<file path="src/sv/b2a_pkg.sv">
package b2a_pkg;

    localparam int unsigned BIN_W    = 16;
    localparam int unsigned DIGITS   = 5;
    localparam int unsigned BCD_W    = 4 * DIGITS;
    localparam int unsigned NUM_SLOT = DIGITS + 1;

    localparam logic [1:0] KIND_U8   = 2'd0;
    localparam logic [1:0] KIND_U16  = 2'd1;
    localparam logic [1:0] KIND_S16  = 2'd2;
    localparam logic [1:0] KIND_NONE = 2'd3;

    localparam logic [7:0] ASCII_ZERO = 8'h30;
    localparam logic [7:0] CH_PLUS    = 8'h2B;
    localparam logic [7:0] CH_MINUS   = 8'h2D;
    localparam logic [7:0] CH_SPACE   = 8'h20;

    // one request in flight along the conversion row
    typedef struct packed {
        logic [BIN_W-1:0] bin;
        logic [BCD_W-1:0] bcd;
        logic [BIN_W-1:0] raw;
        logic [7:0]       sign_char;
        logic             has_sign;
        logic             wide;
        logic             dec;
        logic             fill;
    } item_t;

endpackage

</file>
<file path="src/sv/b2a_cell.sv">
module b2a_cell (
    input  logic           clk,
    input  logic           rst_n,
    input  logic           advance,
    input  logic           in_valid,
    input  b2a_pkg::item_t in_item,
    output logic           out_valid,
    output b2a_pkg::item_t out_item
);

    logic           valid_reg;
    logic           valid_next;
    b2a_pkg::item_t item_reg;
    b2a_pkg::item_t item_next;
    logic [b2a_pkg::BCD_W-1:0] adj;

    // one shift-and-add-three step
    always_comb
    begin
        for (int k = 0; k < b2a_pkg::DIGITS; k++)
        begin
            if (in_item.bcd[4*k +: 4] >= 4'd5)
            begin
                adj[4*k +: 4] = in_item.bcd[4*k +: 4] + 4'd3;
            end
            else
            begin
                adj[4*k +: 4] = in_item.bcd[4*k +: 4];
            end
        end
        item_next     = in_item;
        item_next.bcd = {adj[b2a_pkg::BCD_W-2:0], in_item.bin[b2a_pkg::BIN_W-1]};
        item_next.bin = {in_item.bin[b2a_pkg::BIN_W-2:0], 1'b0};
        valid_next    = advance ? in_valid : valid_reg;
    end

    always_ff @(posedge clk or negedge rst_n)
    begin
        if (!rst_n)
        begin
            valid_reg <= 1'b0;
        end
        else
        begin
            valid_reg <= valid_next;
        end
    end

    always_ff @(posedge clk)
    begin
        if (advance)
        begin
            item_reg <= item_next;
        end
    end

    assign out_valid = valid_reg;
    assign out_item  = item_reg;

endmodule

</file>
<file path="src/sv/b2a_ser.sv">
module b2a_ser (
    input  logic           clk,
    input  logic           rst_n,
    input  logic           item_valid,
    input  b2a_pkg::item_t item,
    output logic           can_load,
    output logic           out_valid,
    input  logic           out_ready,
    output logic [7:0]     char_byte,
    output logic           last
);

    localparam int unsigned NS = b2a_pkg::NUM_SLOT;

    logic [7:0]    slot_reg [NS];
    logic [7:0]    slot_next [NS];
    logic [NS-1:0] mask_reg;
    logic [NS-1:0] mask_next;
    logic [NS-1:0] new_mask;
    logic [NS-1:0] pick;
    logic [NS-1:0] rem;
    logic [2:0]    idx;
    logic          emit;
    logic          load;
    logic          seen;
    logic [3:0]    dig;
    logic [7:0]    char_reg;
    logic [7:0]    char_next;
    logic          last_reg;
    logic          last_next;
    logic          valid_reg;
    logic          valid_next;

    // lowest pending slot goes out first
    always_comb
    begin
        pick = '0;
        idx  = '0;
        for (int k = NS - 1; k >= 0; k--)
        begin
            if (mask_reg[k])
            begin
                pick = '0;
                pick[k] = 1'b1;
                idx = 3'(k);
            end
        end
        rem      = mask_reg & ~pick;
        emit     = (mask_reg != '0) && (!valid_reg || out_ready);
        can_load = (mask_reg == '0) || (emit && (rem == '0));
        load     = can_load && item_valid;
    end

    // slot 0 is the sign, slots 1 to 5 the digits from the top; in raw mode slots 4 and 5 hold the high and low byte
    always_comb
    begin
        seen = item.fill;
        new_mask = '0;
        slot_next[0] = item.sign_char;
        new_mask[0]  = item.has_sign;
        for (int k = 1; k < NS; k++)
        begin
            dig = item.bcd[4*(NS-1-k) +: 4];
            if (dig != 4'd0)
            begin
                seen = 1'b1;
            end
            if (item.dec)
            begin
                slot_next[k] = b2a_pkg::ASCII_ZERO | {4'd0, dig};
                new_mask[k]  = ((k >= 3) || item.wide) && (seen || (k == NS - 1));
            end
            else
            begin
                slot_next[k] = (k == NS - 1) ? item.raw[7:0] : item.raw[15:8];
                new_mask[k]  = (k == NS - 1) || ((k == NS - 2) && item.wide);
            end
        end
    end

    always_comb
    begin
        priority if (load)
        begin
            mask_next = new_mask;
        end
        else if (emit)
        begin
            mask_next = rem;
        end
        else
        begin
            mask_next = mask_reg;
        end

        char_next  = char_reg;
        last_next  = last_reg;
        valid_next = valid_reg;
        priority if (emit)
        begin
            char_next  = slot_reg[idx];
            last_next  = (rem == '0);
            valid_next = 1'b1;
        end
        else if (out_ready)
        begin
            valid_next = 1'b0;
        end
        else
        begin
            valid_next = valid_reg;
        end
    end

    always_ff @(posedge clk or negedge rst_n)
    begin
        if (!rst_n)
        begin
            mask_reg  <= '0;
            valid_reg <= 1'b0;
        end
        else
        begin
            mask_reg  <= mask_next;
            valid_reg <= valid_next;
        end
    end

    always_ff @(posedge clk)
    begin
        char_reg <= char_next;
        last_reg <= last_next;
        if (load)
        begin
            for (int k = 0; k < NS; k++)
            begin
                slot_reg[k] <= slot_next[k];
            end
        end
    end

    assign out_valid = valid_reg;
    assign char_byte = char_reg;
    assign last      = last_reg;

endmodule

</file>
<file path="src/sv/binary_to_ascii_decimal_formatter_unit.sv">
// Binary to ASCII decimal formatter.
// Input channel (in_valid / in_ready): one request carries req_type, value,
// decimal_mode and zero_fill. Output channel (out_valid / out_ready): one
// byte per transfer in char_byte, with last set on the final byte of the
// request. A request of kind 3 is taken and gives no bytes.
// The magnitude runs through a row of 16 shift-and-add-three cells, one
// per bit, each holding the request in a register, ahead of the serializer.
// The serializer sends one byte per cycle while out_ready is high: a
// request gives 1 to 6 bytes, and the next request's bytes follow
// without a gap; the row is filled while bytes are still being sent.
// When out_ready is low the output byte holds, and the row and input stall
// together once the serializer has a request waiting.
// Reset clears every valid flag; no byte is pending after reset.
module binary_to_ascii_decimal_formatter_unit (
    input  logic        clk,
    input  logic        rst_n,
    input  logic        in_valid,
    output logic        in_ready,
    input  logic [1:0]  req_type,
    input  logic [15:0] value,
    input  logic        decimal_mode,
    input  logic        zero_fill,
    output logic        out_valid,
    input  logic        out_ready,
    output logic [7:0]  char_byte,
    output logic        last
);

    localparam int unsigned NC = b2a_pkg::BIN_W;

    b2a_pkg::item_t chain_item [NC+1];
    logic           chain_valid [NC+1];
    logic           advance;
    logic           can_load;
    logic           negative;

    always_comb
    begin
        negative = (req_type == b2a_pkg::KIND_S16) && value[15];
        chain_item[0] = '0;
        unique case (req_type)
            b2a_pkg::KIND_U8:
            begin
                chain_item[0].raw = {8'd0, value[7:0]};
            end
            default:
            begin
                // most negative value wraps to 0x8000, its magnitude
                chain_item[0].raw = negative ? (16'd0 - value) : value;
            end
        endcase
        chain_item[0].bin      = chain_item[0].raw;
        chain_item[0].has_sign = (req_type == b2a_pkg::KIND_S16);
        chain_item[0].wide     = (req_type != b2a_pkg::KIND_U8);
        chain_item[0].dec      = decimal_mode;
        chain_item[0].fill     = zero_fill;
        priority if (value == 16'd0)
        begin
            chain_item[0].sign_char = b2a_pkg::CH_SPACE;
        end
        else if (value[15])
        begin
            chain_item[0].sign_char = b2a_pkg::CH_MINUS;
        end
        else
        begin
            chain_item[0].sign_char = b2a_pkg::CH_PLUS;
        end
        advance        = !chain_valid[NC] || can_load;
        chain_valid[0] = in_valid && (req_type != b2a_pkg::KIND_NONE);
    end

    assign in_ready = advance;

    for (genvar g = 0; g < NC; g++)
    begin : g_cell
        b2a_cell u_cell (
            .clk       (clk),
            .rst_n     (rst_n),
            .advance   (advance),
            .in_valid  (chain_valid[g]),
            .in_item   (chain_item[g]),
            .out_valid (chain_valid[g+1]),
            .out_item  (chain_item[g+1])
        );
    end

    b2a_ser u_ser (
        .clk        (clk),
        .rst_n      (rst_n),
        .item_valid (chain_valid[NC]),
        .item       (chain_item[NC]),
        .can_load   (can_load),
        .out_valid  (out_valid),
        .out_ready  (out_ready),
        .char_byte  (char_byte),
        .last       (last)
    );

endmodule
</file>
<file path="config.mk">
export PLATFORM = sky130hd
export DESIGN_NAME = binary_to_ascii_decimal_formatter_unit
export DESIGN_NICKNAME = d
export VERILOG_FILES = /design/src/sv/b2a_pkg.sv /design/src/sv/b2a_cell.sv /design/src/sv/b2a_ser.sv /design/src/sv/binary_to_ascii_decimal_formatter_unit.sv
export SDC_FILE = /design/constraint.sdc
export NUM_CORES = 1
export LEC_CHECK = 0
export BUFFER_PORTS_ARGS = -buffer_cell sky130_fd_sc_hd__clkbuf_2
export CAP_MARGIN = 15
export CELL_PAD_IN_SITES_DETAIL_PLACEMENT = 1
export CELL_PAD_IN_SITES_GLOBAL_PLACEMENT = 2
export CORE_AREA = 3 3 356 270
export DETAILED_ROUTE_END_ITERATION = 7
export DIE_AREA = 0 0 359 273
export PLACE_DENSITY = 0.76
export SLEW_MARGIN = 20
export SYNTH_ARGS = -nofsm -noshare
export SYNTH_HDL_FRONTEND = slang
export SYNTH_HIERARCHICAL = 1
export SYNTH_SLANG_ARGS = --single-unit
</file>
<file path="constraint.sdc">
create_clock -name clk -period 69.9 [get_ports clk]
set_input_delay 6.99 -clock clk [delete_from_list [all_inputs] [get_ports clk]]
set_output_delay 6.99 -clock clk [all_outputs]
set_load 0.02 [all_outputs]
</file>
==> results of run 1 <==
[critical path: cells and delay by family]
family / cells / cell delay (ns)
compound gates: 1 / 0.17
buf+inv: 2 / 0.43
simple gates: 4 / 1.38
[metrics by stage]
step           instances  total power [W]
2_1_floorplan       2475          0.00198
6_report            3902          0.00228
3_3_place_gp        3745          0.00178
3_5_place_dp        3745          0.00184
4_1_cts             3902          0.00232
5_1_grt             3902          0.00244
[worst max-delay path by stage]
stage                     startpoint  endpoint  slack (ns)  depth (start not counted)
after floorplan            out_ready  in_ready       33.89                          5
after global placement     out_ready  in_ready       53.95                          7
after detailed placement   out_ready  in_ready       53.88                          7
after CTS                  out_ready  in_ready       53.89                          7
after global routing       out_ready  in_ready       53.73                          7
final                      out_ready  in_ready       53.93                          7
[layout make-up]
| type | instances | area [µm²] | share of cell area |
|---|---|---|---|
| clock buffers | 107 | 2290 | 0.0537 |
| well taps | 1237 | 1550 | 0.0362 |
| multi-input cells | 1339 | 8880 | 0.208 |
| clock inverters | 50 | 485 | 0.0114 |
| repair buffers | 46 | 273 | 0.00639 |
| flip-flops and latches | 956 | 28600 | 0.670 |
| inverters | 167 | 627 | 0.0147 |
[routing by layer]
metal  routed length (µm)  global-route usage
met1                25100               0.142
met2                29300               0.210
met3                 1780              0.0259
met4                 1220              0.0333
met5                    0                   0
[placed cells by master (no fill, tap or decap), drive strengths merged, types with 2 or more instances in the layout]
| master | instances |
|---|---|
| a21oi | 87 |
| and2 | 3 |
| xor2 | 3 |
| o21a | 4 |
| and3 | 2 |
| clkbuf | 141 |
| o41ai | 2 |
| o21ai | 145 |
| mux2 | 20 |
| dfrtp | 23 |
| o221ai | 3 |
| nor2b | 13 |
| a221o | 4 |
| nand2b | 151 |
| inv | 169 |
| clkinv | 36 |
| ha | 161 |
| nor4 | 4 |
| nand2 | 345 |
| clkinvlp | 3 |
| edfxtp | 933 |
| mux2i | 86 |
| or4 | 6 |
| or3 | 5 |
| o31ai | 4 |
| bufinv | 9 |
| xnor2 | 85 |
| or2 | 7 |
| buf | 12 |
| o211ai | 2 |
| nor2 | 96 |
| nor3 | 10 |
| o32ai | 5 |
| a211oi | 4 |
| conb | 69 |
[power by group through the flow]
stage                     combinational (W)  sequential, W  clock, W
after floorplan                    0.000452        0.00153         0
after global placement             0.000540        0.00124         0
after detailed placement           0.000579        0.00127         0
after CTS                          0.000581        0.00126  0.000479
after global routing               0.000653        0.00129  0.000504
final                              0.000569        0.00125  0.000465
==> run_results.csv, run 1 <==
group,metric,value,unit
outcome,run_status,"complete, no violations",
worst_setup_path,timing_worst_setup_path_type,"in2out",
worst_setup_path,timing.critical_path.slowest_stage_cell,"sky130_fd_sc_hd__nand2b_4",
final_layout,synthToLayoutAreaGrowth,12.7,%
worst_setup_path,arr_time_crit_path,8.98,ns
logic_synthesis,mean_instance_size_in_the_synthesized_netlist,15.7,µm²
timing,period_needed,15.97,ns
grt,grt_max_degree,186,
worst_setup_path,setup.reg_to_reg.worst_slack,62.96,ns
die,initial_utilization,0.408,
cts,htree_levels,3,
placed_design,gp_routability_congestion,0.729,
placed_design,placement_setup_slack,53.88,ns
detailed_routing,detail_route.drc_violations,0,
worst_setup_path,worst_r2r_path_depth,10,
final_layout,layout.filler_cells,9213,
timing,post-route-worst-setup-slack,53.93,ns
worst_hold_path,hold_path_class,"reg2reg",
timing,final-hold-violation-count,0,
cts,tritoncts_num_sinks,956,
detailed_routing,post_route_wl,57400,µm
die,placeableCoreArea,93000,µm²
worst_setup_path,reg2reg_to,"g_cell[0].u_cell/out_item[34]",
die,die_width,359,µm
detailed_routing,final_antenna_net_count,0,
power,p_comb_frac,0.249,
timing,fin_skew,0.0204,ns
timing,timing_worst_slew_pin_value,1.05,ns
power,pwr-share-seq,0.547,
power,cellInternalPower,0.00157,W
timing,fmax,62.6,MHz
cts,clkSlewWorstSetupHoldPaths,0.06,ns
timing,fin_crit_sh,0.229,
worst_setup_path,timing.critical_path.required,62.91,ns
cts,cts_hold_repair.buffers,0,
timing,hold_slack,0.409,ns
final_layout,final_core_utilization,0.459,
die,ios,35,
detailed_routing,drtPass1Iterations,4,
final_layout,post_route_cells_drive_above_1_share,0.105,
grt,grt.overflow.total,0,
timing,setup_tns,0,ns
timing,slew_violations,0,
worst_setup_path,critical-path-top-cell-by-count,"sky130_fd_sc_hd__clkbuf_2",
power,netSwitchingPower,0.000708,W
final_layout,final_cell_area,42700,µm²
grt,first_pass_grt_wire_length,94700,µm
die,floorplan.die_area,98000,µm²
worst_setup_path,setup.worst_path.end_class,"output pin",
cts,numCtsBuffers,86,
power,power_density_over_the_cells,53.4,nW/µm²
worst_hold_path,hold_depth,0,
logic_synthesis,post_synthesis_instance_area,37900,µm²
placed_design,number_of_i_o_port_buffers,34,
die,rows,97,
power,peakVddDrop,0.0000331,V
grt,number_of_antenna_violations_at_the_first_check_in_global_routing,0,
timing,rsz_0062_raised_after_global_routing,"false",
grt,grt_use_total,0.117,
placed_design,dp.final_hpwl,38300,µm
logic_synthesis,netlist_instances,2408,
worst_setup_path,worst_path_largest_cell_delay,0.56,ns
power,clock_power_share,0.204,
detailed_routing,avgViaCountPerCell,4.60,
run,timing.max_cap.violations,0,
cts,cts.repair.resized,0,
placed_design,placed_instance_area,39900,µm²
timing,timing.final.setup_violations,0,
detailed_routing,violation_count_after_the_first_detailed_route_iteration,1042,
worst_setup_path,critPathLaunchType,"primary input",
detailed_routing,vias_after_detailed_routing,17943,
worst_hold_path,hold_start,"g_cell[14].u_cell/out_item[14]",
power,p_sw_frac,0.310,
cts,postCtsSetupBuffers,0,
grt,grt_pass1_vias,19093,
worst_setup_path,cell_by_cell_trace_of_the_critical_path,"clkbuf_2 -> nor2b_1 -> o21ai_0 -> and3_1 -> or2_2 -> nand2b_4 -> clkbuf_2",
timing,slew_headroom,0.300,
final_layout,antenna_cells,0,
cts,clk_latency_worst_skew_pair,0.63,ns
logic_synthesis,yosysWarnings,6,
power,power.static_leakage,16.4,nW
die,die_y,273,µm
worst_hold_path,hold-path-endpoint,"g_cell[15].u_cell/out_item[14]",
detailed_routing,routed_wire_length_per_instance,14.7,µm
final_layout,max_ffs_per_register,888,
worst_setup_path,worstPathMaxFanout,64,
cts,cts_root_buf,"sky130_fd_sc_hd__clkbuf_16",
cts,tritoncts,"built",
final_layout,final_net_count,2781,
cts,ctsLongestPathBuffers,3,
worst_setup_path,reg_to_reg_startpoint,"u_ser/mask_reg[4]",
Power figures use the tool's default switching activity.
==> run 2, diff against run 1 <==
Settings changed: PLACE_DENSITY 0.76 to 0.79.
Clock period 69.9 ns to 14.14 ns, I/O delays scaled along.
==> run_results.csv, run 2 (synthesis gave the netlist of run 1 again) <==
group,metric,value,unit
cts,tritoncts,"built",
grt,first_pass_grt_wire_length,99900,µm
worst_setup_path,reg2reg_to,"g_cell[2].u_cell/out_item[47]",
cts,clkSlewWorstSetupHoldPaths,0.07,ns
power,cellInternalPower,0.00778,W
detailed_routing,avgViaCountPerCell,4.65,
worst_setup_path,setup.worst_path.end_class,"register",
cts,postCtsSetupBuffers,0,
worst_setup_path,worstPathMaxFanout,80,
detailed_routing,violation_count_after_the_first_detailed_route_iteration,1144,
grt,global_route_met1_utilization,0.149,
final_layout,post_route_cells_drive_above_1_share,0.112,
worst_hold_path,hold_path_class,"reg2reg",
power,netSwitchingPower,0.00360,W
grt,number_of_antenna_violations_at_the_first_check_in_global_routing,0,
worst_hold_path,hold_start,"g_cell[12].u_cell/out_item[11]",
worst_setup_path,arr_time_crit_path,5.79,ns
grt,grt_use_total,0.124,
placed_design,placement_setup_slack,7.80,ns
detailed_routing,detail_route.drc_violations,0,
grt,grt.overflow.total,0,
grt,grt.met3_usage,0.0246,
die,floorplan.die_area,98000,µm²
grt,grt_max_degree,93,
grt,grt_pass1_vias,19675,
final_layout,final_cell_area,42700,µm²
detailed_routing,drtPass1Iterations,5,
placed_design,gp_routability_congestion,0.739,
placed_design,number_of_i_o_port_buffers,34,
timing,final-hold-violation-count,0,
cts,cts.repair.resized,0,
grt,gr-usage-met2,0.227,
worst_setup_path,worst_r2r_path_depth,8,
grt,grt.busiest_layer,"met2",
detailed_routing,vias_after_detailed_routing,18159,
cts,cts_root_buf,"sky130_fd_sc_hd__clkbuf_16",
die,die_width,359,µm
power,clock_power_share,0.204,
cts,ctsLongestPathBuffers,3,
power,p_sw_frac,0.316,
die,ios,35,
die,die_y,273,µm
placed_design,dp.final_hpwl,40900,µm
cts,clk_latency_worst_skew_pair,0.64,ns
cts,numCtsBuffers,87,
power,power_density_over_the_cells,266,nW/µm²
worst_hold_path,hold-path-endpoint,"g_cell[13].u_cell/out_item[11]",
die,initial_utilization,0.408,
final_layout,layout.filler_cells,9274,
timing,post-route-worst-setup-slack,8.61,ns
detailed_routing,routed_wire_length_per_instance,15.6,µm
final_layout,most_common_library_cell_in_the_layout_ignoring_fill_and_taps,"sky130_fd_sc_hd__edfxtp_1",
worst_setup_path,critPathLaunchType,"primary input",
detailed_routing,post_route_wl,60700,µm
timing,period_needed,5.53,ns
final_layout,final_net_count,2783,
cts,tritoncts_num_sinks,956,
timing,timing.final.setup_violations,0,
worst_setup_path,reg_to_reg_startpoint,"u_ser/mask_reg[4]",
worst_setup_path,timing.critical_path.required,14.40,ns
worst_hold_path,hold_depth,0,
outcome,run_status,"complete, no violations",
final_layout,synthToLayoutAreaGrowth,12.8,%
final_layout,final_cell_mix,"sky130_fd_sc_hd__edfxtp_1 (933), sky130_fd_sc_hd__nand2_1 (345), sky130_fd_sc_hd__inv_1 (167), sky130_fd_sc_hd__ha_1 (161), sky130_fd_sc_hd__nand2b_1 (150)",
timing,slew_headroom,0.302,
timing,fin_crit_sh,0.391,
power,p_comb_frac,0.252,
power,peakVddDrop,0.000138,V
final_layout,max_ffs_per_register,888,
power,pwr-share-seq,0.544,
timing,timing_worst_slew_pin_value,1.05,ns
detailed_routing,final_antenna_net_count,0,
timing,fmax,181,MHz
timing,fin_skew,0.0160,ns
placed_design,placed_instance_area,39900,µm²
worst_setup_path,setup.reg_to_reg.worst_slack,8.63,ns
die,rows,97,
final_layout,antenna_cells,0,
timing,rsz_0062_raised_after_global_routing,"false",
worst_setup_path,timing_worst_setup_path_type,"in2reg",
die,placeableCoreArea,93000,µm²
power,power.static_leakage,16.5,nW
run,timing.max_cap.violations,0,
cts,cts_hold_repair.buffers,0,
timing,slew_violations,0,
cts,htree_levels,3,
timing,setup_tns,0,ns
==> run 2: cell types whose count changed in the layout (fill, tap and decap cells not counted), sizes merged <==
cell | before | now
clkinvlp | 3 | 5
buf | 12 | 13
inv | 169 | 175
bufinv | 9 | 7
clkbuf | 141 | 139
clkinv | 36 | 31
==> run 2: cell type report <==
type / instances / area (µm²) / share of cell area
multi-input cells: 1339 / 8880 / 0.208
well taps: 1237 / 1550 / 0.0362
flip-flops and latches: 956 / 28600 / 0.669
inverters: 167 / 627 / 0.0147
repair buffers: 47 / 275 / 0.00644
clock buffers: 105 / 2320 / 0.0544
clock inverters: 51 / 495 / 0.0116
==> run 2: critical path, stage by stage <==
cell and delay [ns]:
sky130_fd_sc_hd__clkbuf_2 0.09, sky130_fd_sc_hd__nor2b_1 0.07, sky130_fd_sc_hd__o21ai_0 0.23, sky130_fd_sc_hd__and3_1 0.25, sky130_fd_sc_hd__or2_2 0.15, sky130_fd_sc_hd__nand2b_4 0.76
sky130_fd_sc_hd__buf_4 0.84, sky130_fd_sc_hd__buf_4 0.88, sky130_fd_sc_hd__buf_4 0.86
==> run 2: routing by layer <==
layer	share of wire	vias up	wire, µm
met3	0.031	105	1900
met5	0	-	0
met2	0.52	200	31800
li1	-	8957	-
met4	0.021	0	1300
met1	0.42	8897	25700
==> run 2: worst max path at each step <==
stage	startpoint	to	slack [ns]
after floorplan	out_ready	in_ready	4.65
after global placement	out_ready	g_cell[1].u_cell/out_item[40]	7.98
after detailed placement	out_ready	g_cell[2].u_cell/out_item[43]	7.80
after CTS	out_ready	g_cell[1].u_cell/out_item[2]	8.50
after global routing	out_ready	g_cell[2].u_cell/out_item[46]	8.14
final	out_ready	g_cell[2].u_cell/out_item[47]	8.61
==> run 2: power groups by stage <==
| stage | Combinational (W) | Clock, W | Sequential (W) |
|---|---|---|---|
| 2_1_floorplan | 0.00219 | 0 | 0.00637 |
| 3_3_place_gp | 0.00267 | 0 | 0.00613 |
| 3_5_place_dp | 0.00290 | 0 | 0.00628 |
| 4_1_cts | 0.00292 | 0.00239 | 0.00624 |
| 5_1_grt | 0.00328 | 0.00253 | 0.00638 |
| 6_report | 0.00287 | 0.00232 | 0.00619 |
==> run 2: through the flow <==
stage | std cells | total power (W) | util | hold slack, ns
after global routing | 3902 | 0.0122 | 0.460 | 0.423
after global placement | 3746 | 0.00881 | 0.429 | 0.400
final | 3902 | 0.0114 | 0.460 | 0.404
after detailed placement | 3746 | 0.00918 | 0.429 | 0.405
after floorplan | 2475 | 0.00856 | - | 0.400
after CTS | 3902 | 0.0116 | 0.460 | 0.402
